**src/rtl/i2cm_pkg.sv**
```systemverilog
package i2cm_pkg;

    // command codes carried in the mode field, also used as the engine's command kind
    typedef enum logic [2:0] {
        MODE_NONE  = 3'd0,
        MODE_START = 3'd1,
        MODE_STOP  = 3'd2,
        MODE_SEND  = 3'd3,
        MODE_WAIT  = 3'd4,
        MODE_READ  = 3'd5
    } mode_t;

    // configuration register indexes
    localparam logic CFG_DELAY_TICKS = 1'b0;
    localparam logic CFG_ACK_TIMEOUT = 1'b1;

    localparam int CFG_WIDTH = 16;

    localparam logic [CFG_WIDTH-1:0] DELAY_TICKS_RST = 16'd30;
    localparam logic [CFG_WIDTH-1:0] ACK_TIMEOUT_RST = 16'd250;

    // one input item: a single engine tick
    typedef struct packed {
        logic [2:0] mode;
        logic [7:0] tx_byte;
        logic       send_ack;
        logic       sda_line;
    } i2cm_in_t;

    // one result item: pin and status state after the tick
    typedef struct packed {
        logic       scl_level;
        logic       sda_level;
        logic       sda_drive;
        logic       busy_res;
        logic       done_res;
        logic [7:0] rx_byte;
        logic       ack_failed;
    } i2cm_out_t;

endpackage

```
**src/rtl/i2cm_core.sv**
```systemverilog
module i2cm_core
    import i2cm_pkg::*;
(
    input  logic                 aclk,
    input  logic                 aresetn,
    input  logic                 cfg_wen,
    input  logic                 cfg_index,
    input  logic [CFG_WIDTH-1:0] cfg_wdata,
    input  logic                 step_en,
    input  i2cm_in_t             in_item,
    output i2cm_out_t            out_item
);

    mode_t       kind_reg, kind_next;
    logic [1:0]  phase_reg, phase_next;
    logic [2:0]  bit_reg, bit_next;
    logic [15:0] ptimer_reg, ptimer_next;
    logic [15:0] wtimer_reg, wtimer_next;
    logic [7:0]  shift_reg, shift_next;
    logic        ack_reg, ack_next;
    logic        scl_reg, scl_next;
    logic        sda_reg, sda_next;
    logic        drv_reg, drv_next;
    logic        fail_reg, fail_next;
    logic [7:0]  rx_reg, rx_next;
    logic [15:0] delay_reg;
    logic [15:0] timeout_reg;

    logic [15:0] dl;
    logic [15:0] ptimer_inc;
    logic        done;

    assign dl         = (delay_reg == 16'd0) ? 16'd1 : delay_reg;
    assign ptimer_inc = ptimer_reg + 16'd1;

    // next engine state for one tick
    always_comb begin
        kind_next   = kind_reg;
        phase_next  = phase_reg;
        bit_next    = bit_reg;
        ptimer_next = ptimer_reg;
        wtimer_next = wtimer_reg;
        shift_next  = shift_reg;
        ack_next    = ack_reg;
        scl_next    = scl_reg;
        sda_next    = sda_reg;
        drv_next    = drv_reg;
        fail_next   = fail_reg;
        rx_next     = rx_reg;
        done        = 1'b0;

        if (kind_reg == MODE_NONE) begin
            // idle: take a new command
            phase_next  = 2'd0;
            ptimer_next = 16'd0;
            bit_next    = 3'd0;
            unique case (in_item.mode)
                MODE_START: begin
                    drv_next  = 1'b1;
                    sda_next  = 1'b1;
                    scl_next  = 1'b1;
                    kind_next = MODE_START;
                end
                MODE_STOP: begin
                    drv_next  = 1'b1;
                    scl_next  = 1'b0;
                    sda_next  = 1'b0;
                    kind_next = MODE_STOP;
                end
                MODE_SEND: begin
                    drv_next   = 1'b1;
                    scl_next   = 1'b0;
                    sda_next   = in_item.tx_byte[7];
                    shift_next = {in_item.tx_byte[6:0], 1'b0};
                    kind_next  = MODE_SEND;
                end
                MODE_WAIT: begin
                    fail_next   = 1'b0;
                    wtimer_next = 16'd0;
                    drv_next    = 1'b0;
                    sda_next    = 1'b1;
                    kind_next   = MODE_WAIT;
                end
                MODE_READ: begin
                    drv_next   = 1'b0;
                    scl_next   = 1'b0;
                    shift_next = 8'd0;
                    ack_next   = in_item.send_ack;
                    kind_next  = MODE_READ;
                end
                default: begin
                end
            endcase
        end else if (kind_reg == MODE_WAIT && phase_reg == 2'd2) begin
            // acknowledge polling, one sample per tick
            if (!in_item.sda_line) begin
                scl_next    = 1'b0;
                kind_next   = MODE_NONE;
                phase_next  = 2'd0;
                ptimer_next = 16'd0;
                done        = 1'b1;
            end else if (wtimer_reg >= timeout_reg) begin
                fail_next   = 1'b1;
                kind_next   = MODE_STOP;
                phase_next  = 2'd0;
                ptimer_next = 16'd0;
                drv_next    = 1'b1;
                scl_next    = 1'b0;
                sda_next    = 1'b0;
            end else begin
                wtimer_next = wtimer_reg + 16'd1;
            end
        end else if (ptimer_inc < dl) begin
            ptimer_next = ptimer_inc;
        end else begin
            // phase boundary
            ptimer_next = 16'd0;
            unique case (kind_reg)
                MODE_START: begin
                    if (phase_reg == 2'd0) begin
                        sda_next   = 1'b0;
                        phase_next = 2'd1;
                    end else begin
                        scl_next   = 1'b0;
                        kind_next  = MODE_NONE;
                        phase_next = 2'd0;
                        done       = 1'b1;
                    end
                end
                MODE_STOP: begin
                    if (phase_reg == 2'd0) begin
                        scl_next   = 1'b1;
                        sda_next   = 1'b1;
                        phase_next = 2'd1;
                    end else begin
                        kind_next  = MODE_NONE;
                        phase_next = 2'd0;
                        done       = 1'b1;
                    end
                end
                MODE_SEND: begin
                    if (phase_reg == 2'd0) begin
                        scl_next   = 1'b1;
                        phase_next = 2'd1;
                    end else if (phase_reg == 2'd1) begin
                        scl_next   = 1'b0;
                        phase_next = 2'd2;
                    end else if (bit_reg == 3'd7) begin
                        kind_next  = MODE_NONE;
                        phase_next = 2'd0;
                        done       = 1'b1;
                    end else begin
                        bit_next   = bit_reg + 3'd1;
                        sda_next   = shift_reg[7];
                        shift_next = {shift_reg[6:0], 1'b0};
                        phase_next = 2'd0;
                    end
                end
                MODE_WAIT: begin
                    if (phase_reg == 2'd0) begin
                        scl_next   = 1'b1;
                        phase_next = 2'd1;
                    end else begin
                        wtimer_next = 16'd0;
                        phase_next  = 2'd2;
                    end
                end
                MODE_READ: begin
                    if (phase_reg == 2'd0) begin
                        scl_next   = 1'b1;
                        shift_next = {shift_reg[6:0], in_item.sda_line};
                        phase_next = 2'd1;
                    end else if (phase_reg == 2'd1) begin
                        scl_next = 1'b0;
                        if (bit_reg != 3'd7) begin
                            bit_next   = bit_reg + 3'd1;
                            phase_next = 2'd0;
                        end else begin
                            rx_next    = shift_reg;
                            drv_next   = 1'b1;
                            sda_next   = !ack_reg;
                            phase_next = 2'd2;
                        end
                    end else if (phase_reg == 2'd2) begin
                        scl_next   = 1'b1;
                        phase_next = 2'd3;
                    end else begin
                        scl_next   = 1'b0;
                        kind_next  = MODE_NONE;
                        phase_next = 2'd0;
                        done       = 1'b1;
                    end
                end
                default: begin
                    kind_next  = MODE_NONE;
                    phase_next = 2'd0;
                    done       = 1'b1;
                end
            endcase
        end
    end

    // result of this tick
    always_comb begin
        out_item.scl_level  = scl_next;
        out_item.sda_level  = sda_next;
        out_item.sda_drive  = drv_next;
        out_item.busy_res   = (kind_next != MODE_NONE);
        out_item.done_res   = done;
        out_item.rx_byte    = rx_next;
        out_item.ack_failed = fail_next;
    end

    // engine state and configuration registers
    always_ff @(posedge aclk) begin
        if (!aresetn) begin
            kind_reg    <= MODE_NONE;
            phase_reg   <= 2'd0;
            bit_reg     <= 3'd0;
            ptimer_reg  <= 16'd0;
            wtimer_reg  <= 16'd0;
            shift_reg   <= 8'd0;
            ack_reg     <= 1'b0;
            scl_reg     <= 1'b1;
            sda_reg     <= 1'b1;
            drv_reg     <= 1'b1;
            fail_reg    <= 1'b0;
            rx_reg      <= 8'd0;
            delay_reg   <= DELAY_TICKS_RST;
            timeout_reg <= ACK_TIMEOUT_RST;
        end else begin
            if (cfg_wen) begin
                if (cfg_index == CFG_DELAY_TICKS) begin
                    delay_reg <= cfg_wdata;
                end else begin
                    timeout_reg <= cfg_wdata;
                end
            end
            if (step_en) begin
                kind_reg   <= kind_next;
                phase_reg  <= phase_next;
                bit_reg    <= bit_next;
                ptimer_reg <= ptimer_next;
                wtimer_reg <= wtimer_next;
                shift_reg  <= shift_next;
                ack_reg    <= ack_next;
                scl_reg    <= scl_next;
                sda_reg    <= sda_next;
                drv_reg    <= drv_next;
                fail_reg   <= fail_next;
                rx_reg     <= rx_next;
            end
        end
    end

    // start and stop run through two phases only
    a_short_phases: assert property (@(posedge aclk) disable iff (!aresetn)
        (kind_reg == MODE_START || kind_reg == MODE_STOP) |-> phase_reg <= 2'd1)
        else $error("start or stop beyond its last phase");

    // idle engine holds no phase progress
    a_idle_clean: assert property (@(posedge aclk) disable iff (!aresetn)
        kind_reg == MODE_NONE |-> (phase_reg == 2'd0 && ptimer_reg == 16'd0))
        else $error("idle engine with stale phase");

    // a finished command always leaves the engine idle
    a_done_idle: assert property (@(posedge aclk) disable iff (!aresetn)
        (step_en && done) |=> kind_reg == MODE_NONE)
        else $error("command finished but engine not idle");

endmodule

```
**src/rtl/i2c_master_bit_engine.sv**
```systemverilog
// I2C master bit engine, one input item per engine tick.
// The input channel (s_valid/s_ready/s_data) carries a tick: an optional
// command (start, stop, send byte, wait ack, read byte) and the sampled
// SDA level. Commands arriving while a command is busy are ignored.
// The result channel (m_valid/m_ready/m_data) returns one item per input
// item: SCL level, SDA level and direction, busy, done pulse, last read
// byte and the ack failure flag, all as they stand after that tick.
// Each result is registered in the output register, or in the skid slot.
// Throughput: one item per cycle while s_ready is high.
// A two-slot output buffer lets the block take one more item while a
// result waits; with both slots full s_ready drops until m_ready returns.
// Reset (aresetn low, synchronous) idles the engine with SCL and SDA high
// and driven, clears the flags and the read byte, and loads delay_ticks
// 30 and ack_timeout 250. The cfg port writes delay_ticks (index 0) and
// ack_timeout (index 1); write them only while idle.
module i2c_master_bit_engine
    import i2cm_pkg::*;
(
    input  logic                 aclk,
    input  logic                 aresetn,
    input  logic                 cfg_wen,
    input  logic                 cfg_index,
    input  logic [CFG_WIDTH-1:0] cfg_wdata,
    input  logic                 s_valid,
    output logic                 s_ready,
    input  i2cm_in_t             s_data,
    output logic                 m_valid,
    input  logic                 m_ready,
    output i2cm_out_t            m_data
);

    i2cm_out_t result;
    i2cm_out_t m_data_reg;
    i2cm_out_t skid_data_reg;
    logic      m_valid_reg;
    logic      skid_valid_reg;
    logic      in_fire;
    logic      out_fire;

    assign s_ready  = !skid_valid_reg;
    assign in_fire  = s_valid && s_ready;
    assign out_fire = m_valid_reg && m_ready;
    assign m_valid  = m_valid_reg;
    assign m_data   = m_data_reg;

    i2cm_core u_core (
        .aclk      (aclk),
        .aresetn   (aresetn),
        .cfg_wen   (cfg_wen),
        .cfg_index (cfg_index),
        .cfg_wdata (cfg_wdata),
        .step_en   (in_fire),
        .in_item   (s_data),
        .out_item  (result)
    );

    // output register with a skid slot
    always_ff @(posedge aclk) begin
        if (!aresetn) begin
            m_valid_reg    <= 1'b0;
            skid_valid_reg <= 1'b0;
        end else if (skid_valid_reg) begin
            if (m_ready) begin
                m_data_reg     <= skid_data_reg;
                skid_valid_reg <= 1'b0;
            end
        end else if (!m_valid_reg || m_ready) begin
            m_valid_reg <= in_fire;
            if (in_fire) begin
                m_data_reg <= result;
            end
        end else if (in_fire) begin
            skid_data_reg  <= result;
            skid_valid_reg <= 1'b1;
        end
    end

    // the skid slot is only used behind a held output
    a_skid_behind_out: assert property (@(posedge aclk) disable iff (!aresetn)
        skid_valid_reg |-> m_valid_reg)
        else $error("skid slot full with empty output register");

    // an item taken while the output stalls lands in the skid slot
    a_skid_fill: assert property (@(posedge aclk) disable iff (!aresetn)
        (in_fire && m_valid_reg && !m_ready) |=> skid_valid_reg)
        else $error("stalled item not captured");

    // output drains when taken with nothing behind it
    a_drain: assert property (@(posedge aclk) disable iff (!aresetn)
        (out_fire && !skid_valid_reg && !in_fire) |=> !m_valid_reg)
        else $error("result repeated");

    // a done pulse never comes with busy
    a_done_not_busy: assert property (@(posedge aclk) disable iff (!aresetn)
        (m_valid_reg && m_data_reg.done_res) |-> !m_data_reg.busy_res)
        else $error("done raised while busy");

endmodule
```
**config.mk**
```make
export PLATFORM = sky130hd
export DESIGN_NAME = i2c_master_bit_engine
export DESIGN_NICKNAME = d
export VERILOG_FILES = /design/src/rtl/i2cm_pkg.sv /design/src/rtl/i2cm_core.sv /design/src/rtl/i2c_master_bit_engine.sv
export SDC_FILE = /design/constraint.sdc
export NUM_CORES = 1
export LEC_CHECK = 0
export BUFFER_PORTS_ARGS = -buffer_cell sky130_fd_sc_hd__clkbuf_2
export CAP_MARGIN = 30
export CORE_AREA = 2 2 111 113
export DETAILED_ROUTE_END_ITERATION = 10
export DIE_AREA = 0 0 113 115
export PLACE_DENSITY_LB_ADDON = 0.12
export SYNTH_ARGS = -nofsm -noshare
export SYNTH_HDL_FRONTEND = slang
export SYNTH_SLANG_ARGS = --single-unit
```
**constraint.sdc**
```tcl
create_clock -name aclk -period 9.7 [get_ports aclk]
set_input_delay 0 -clock aclk [delete_from_list [all_inputs] [get_ports aclk]]
set_output_delay 0 -clock aclk [all_outputs]
set_load 0.05 [all_outputs]
```
==> flow_summary.yaml <==
outcome:
  outcome: "complete, but fails checks"
  violations: "DRC"
worst_setup_path:
  crit_end: "u_core.wtimer_reg[15]"
  critPathMaxFanout: 32
  crit_path_start_kind: "flip-flop"
  cp.required_ns: 10.01
  r2r-end: "u_core.wtimer_reg[15]"
  critPathArrivalTime_ns: 4.41
  crit_path_end_kind: "flip-flop"
  regToRegSetupSlack_ns: 5.59
  reg2reg_from: "u_core.ptimer_reg[2]"
  cp.depth: 13
  crit_path_frequent_cell: "nand4_1"
  slowest_stage: "o21a_1"
  critPathBufInv: 1
  cp_top_family: "compound AO/OA/AOI/OAI gates"
  path_cells: "and3_1 > nand4_1 > nor2_1 > nand3_1 > xnor2_1 > ha_1 > nand4_1 > a311oi_2 > o21a_1 > o31ai_4 > buf_8 > o21ai_2 > o21ba_1"
  crit_path_start: "u_core.ptimer_reg[2]"
  critPathMaxStageDelay_ns: 0.56
  rr_worst_depth: 13
  crit_type: "flip-flop to flip-flop"
yosys:
  syn-num-nets: 870
  synth_most_common_cell: "nand2_1"
  synth_commonest_cells: "nand2_1, dfxtp_1, a21oi_1"
  synth_flop_cell: "dfxtp_1"
  synth.avg_cell_area_um2: 8.70
  syn-cell-area_mm2: 0.00696
  synth_top_area_share_pct: 27.3
  synth_edf_count: 28
  yosysTopAreaCell: "dfxtp_1"
  synth_area_leaders: "dfxtp_1, edfxtp_1, ha_1"
  async_reset_ff_share_pct: 0
  syn_inst: 800
  ys_seq_area_share_pct: 39.4
  ys_warn_count: 0
  synth_cell_types: 78
  synth_seq_cells: 123
cells_and_area:
  fin_nets: 924
  area.growth.synth_to_final_pct: 17.8
  final_area_mm2: 0.00820
  nFillCells: 932
  drive_gt1_share_pct: 13.8
  final_core_util_pct: 69.4
  antennaDiodeCount: 0
timing:
  finalHoldViolations: 0
  setup_ws_ns: 5.59
  rsz0062_at_grt: "no"
  fmax_mhz: 243
  relSlewSlack_pct: 32.1
  fin_crit_ns: 4.11
  worstMarginPinSlew_ns: 1.02
  drv_slew: 0
  final.period_utilization_pct: 42.3
  tns_ns: 0
  setup_viol: 0
  fin_skew_ns: 0.00596
global_route:
  grt_max_degree: 56
  antenna_found_initial: 0
  grt_pass1_vias: 6020
  gr-total-overflow: 0
  grt_pass1_wl_mm: 29.1
  track_usage_pct: 27.7
drt:
  routedWlPerCell_um: 17.0
  vias_per_cell: 6.11
  drc: 6
  drt_iter0_drc: 442
  final_antenna_net_count: 0
  dr.pass1.iters: 8
  vias: 6200
  totalWireLength_mm: 17.2
placement:
  io_buffers: 50
  gp_congestion: 0.933
  dp_slack_ns: 5.33
  place_area_mm2: 0.00723
  dpl.hpwl_mm: 11.8
power:
  p_leak_nw: 3.34
  powerDensity_mw_per_mm2: 181
  total_power_w: 0.00148
  peakVddDrop_v: 0.000131
clock_tree:
  cts_tree: "yes"
  cts.reportedPaths.clkPinSlew_ns: 0.05
  cts_hold_buf: 25
  clockBufferDepth: 2
  cts_sinks: 123
  clk_latency_ns: 0.42
  postCtsResizedCells: 0
  cts-root-buf: "clkbuf_16"
  numCtsBuffers: 17
  htreeDepth: 4
  postCtsSetupBuffers: 0
floorplan:
  die-area_mm2: 0.0130
  die_h_um: 115
  row_count: 40
  core_mm2: 0.0118
  ios: 51
  start_util_pct: 58.9
  die_width_um: 113
min_path:
  min_path_type: "input port to flip-flop"
run:
  maxCapViolations: 0
==> routing by layer <==
layer / global-route usage, % / wire length [um] / up-vias / share of wire [%]
li1: - / - / 3006 / -
met1: 34.0 / 7260 / 2935 / 42
met2: 47.7 / 8600 / 210 / 50
met3: 5.27 / 852 / 49 / 4.9
met4: 12.7 / 534 / 0 / 3.1
met5: 0 / 0 / - / 0
==> power breakdown <==
group / internal, W / switching, W
Combinational: 0.0000624 / 0.000107
Sequential: 0.000542 / 0.0000160
Clock: 0.000530 / 0.000224
==> kinds of logic after synthesis <==
| logic type | count (synthesis) | synth area share [%] |
|---|---|---|
| fa+ha+maj | 35 | 6.29 |
| buf+inv | 94 | 5.73 |
| mux | 38 | 5.79 |
| flops | 123 | 39.4 |
| compound gates | 213 | 20.5 |
| simple gates | 283 | 20.5 |
| xor+xnor | 14 | 1.76 |
==> through the flow <==
stage | hold WS (ns) | std cells
detailed placement | 0.245 | 956
finish | 0.0247 | 1014
global placement | 0.243 | 954
global route | 0.0841 | 1014
floorplan | 0.136 | 800
CTS | 0.00301 | 1013
==> area by class of cell <==
type / instances / area (um2) / area share [%]
Multi-Input combinational cell: 583 / 3820 / 46.6
Sequential cell: 123 / 2740 / 33.5
Timing Repair Buffer: 81 / 569 / 6.95
Clock buffer: 18 / 429 / 5.24
Clock inverter: 14 / 273 / 3.33
Tap cell: 147 / 184 / 2.24
Inverter: 48 / 180 / 2.20
==> layout by cell type, fill, tap and decap left out, types with 5 or more instances in the layout <==
cell type      count
nand4_1           11
o211ai_1          15
inv_1             47
mux2_1             7
mux2i_1           20
clkbuf_16         17
and2_1             7
nand2_1          113
nor4_1             7
nand2b_1           7
edfxtp_1          28
dlygate4sd3_1     25
and3_1            12
xnor2_1            9
dfxtp_1           95
o31ai_1           18
or3_1             11
o21ai_1            6
nor2b_1           12
ha_1              35
a21oi_1           83
mux2_2            11
a22o_1             7
xor2_1             5
o22ai_1           11
bufinv_16          8
nand3_1           30
clkbuf_2          50
nor2_1            36
o21ai_0           25
or4_1             14
==> tightest hold or removal path: cells and delay by family <==
family / cells / cell delay, ns
buffers and inverters: 1 / 0.08
muxes: 1 / 0.14
AOI/OAI and AO/OA: 1 / 0.11
and+or+nand+nor: 1 / 0.06
==> how the worst min path moves through the flow <==
stage	from	to	slack [ns]	depth (start not counted)
floorplan	cfg_wdata[10]	u_core.timeout_reg[10]	0.14	2
finish	s_data[5]	u_core.shift_reg[4]	0.02	4
global placement	cfg_wdata[0]	u_core.timeout_reg[0]	0.24	3
detailed placement	cfg_wdata[0]	u_core.timeout_reg[0]	0.24	3
CTS	s_data[5]	u_core.shift_reg[4]	0.003	4
global route	cfg_index	u_core.delay_reg[11]	0.08	4
Power figures use the tool's default switching activity.
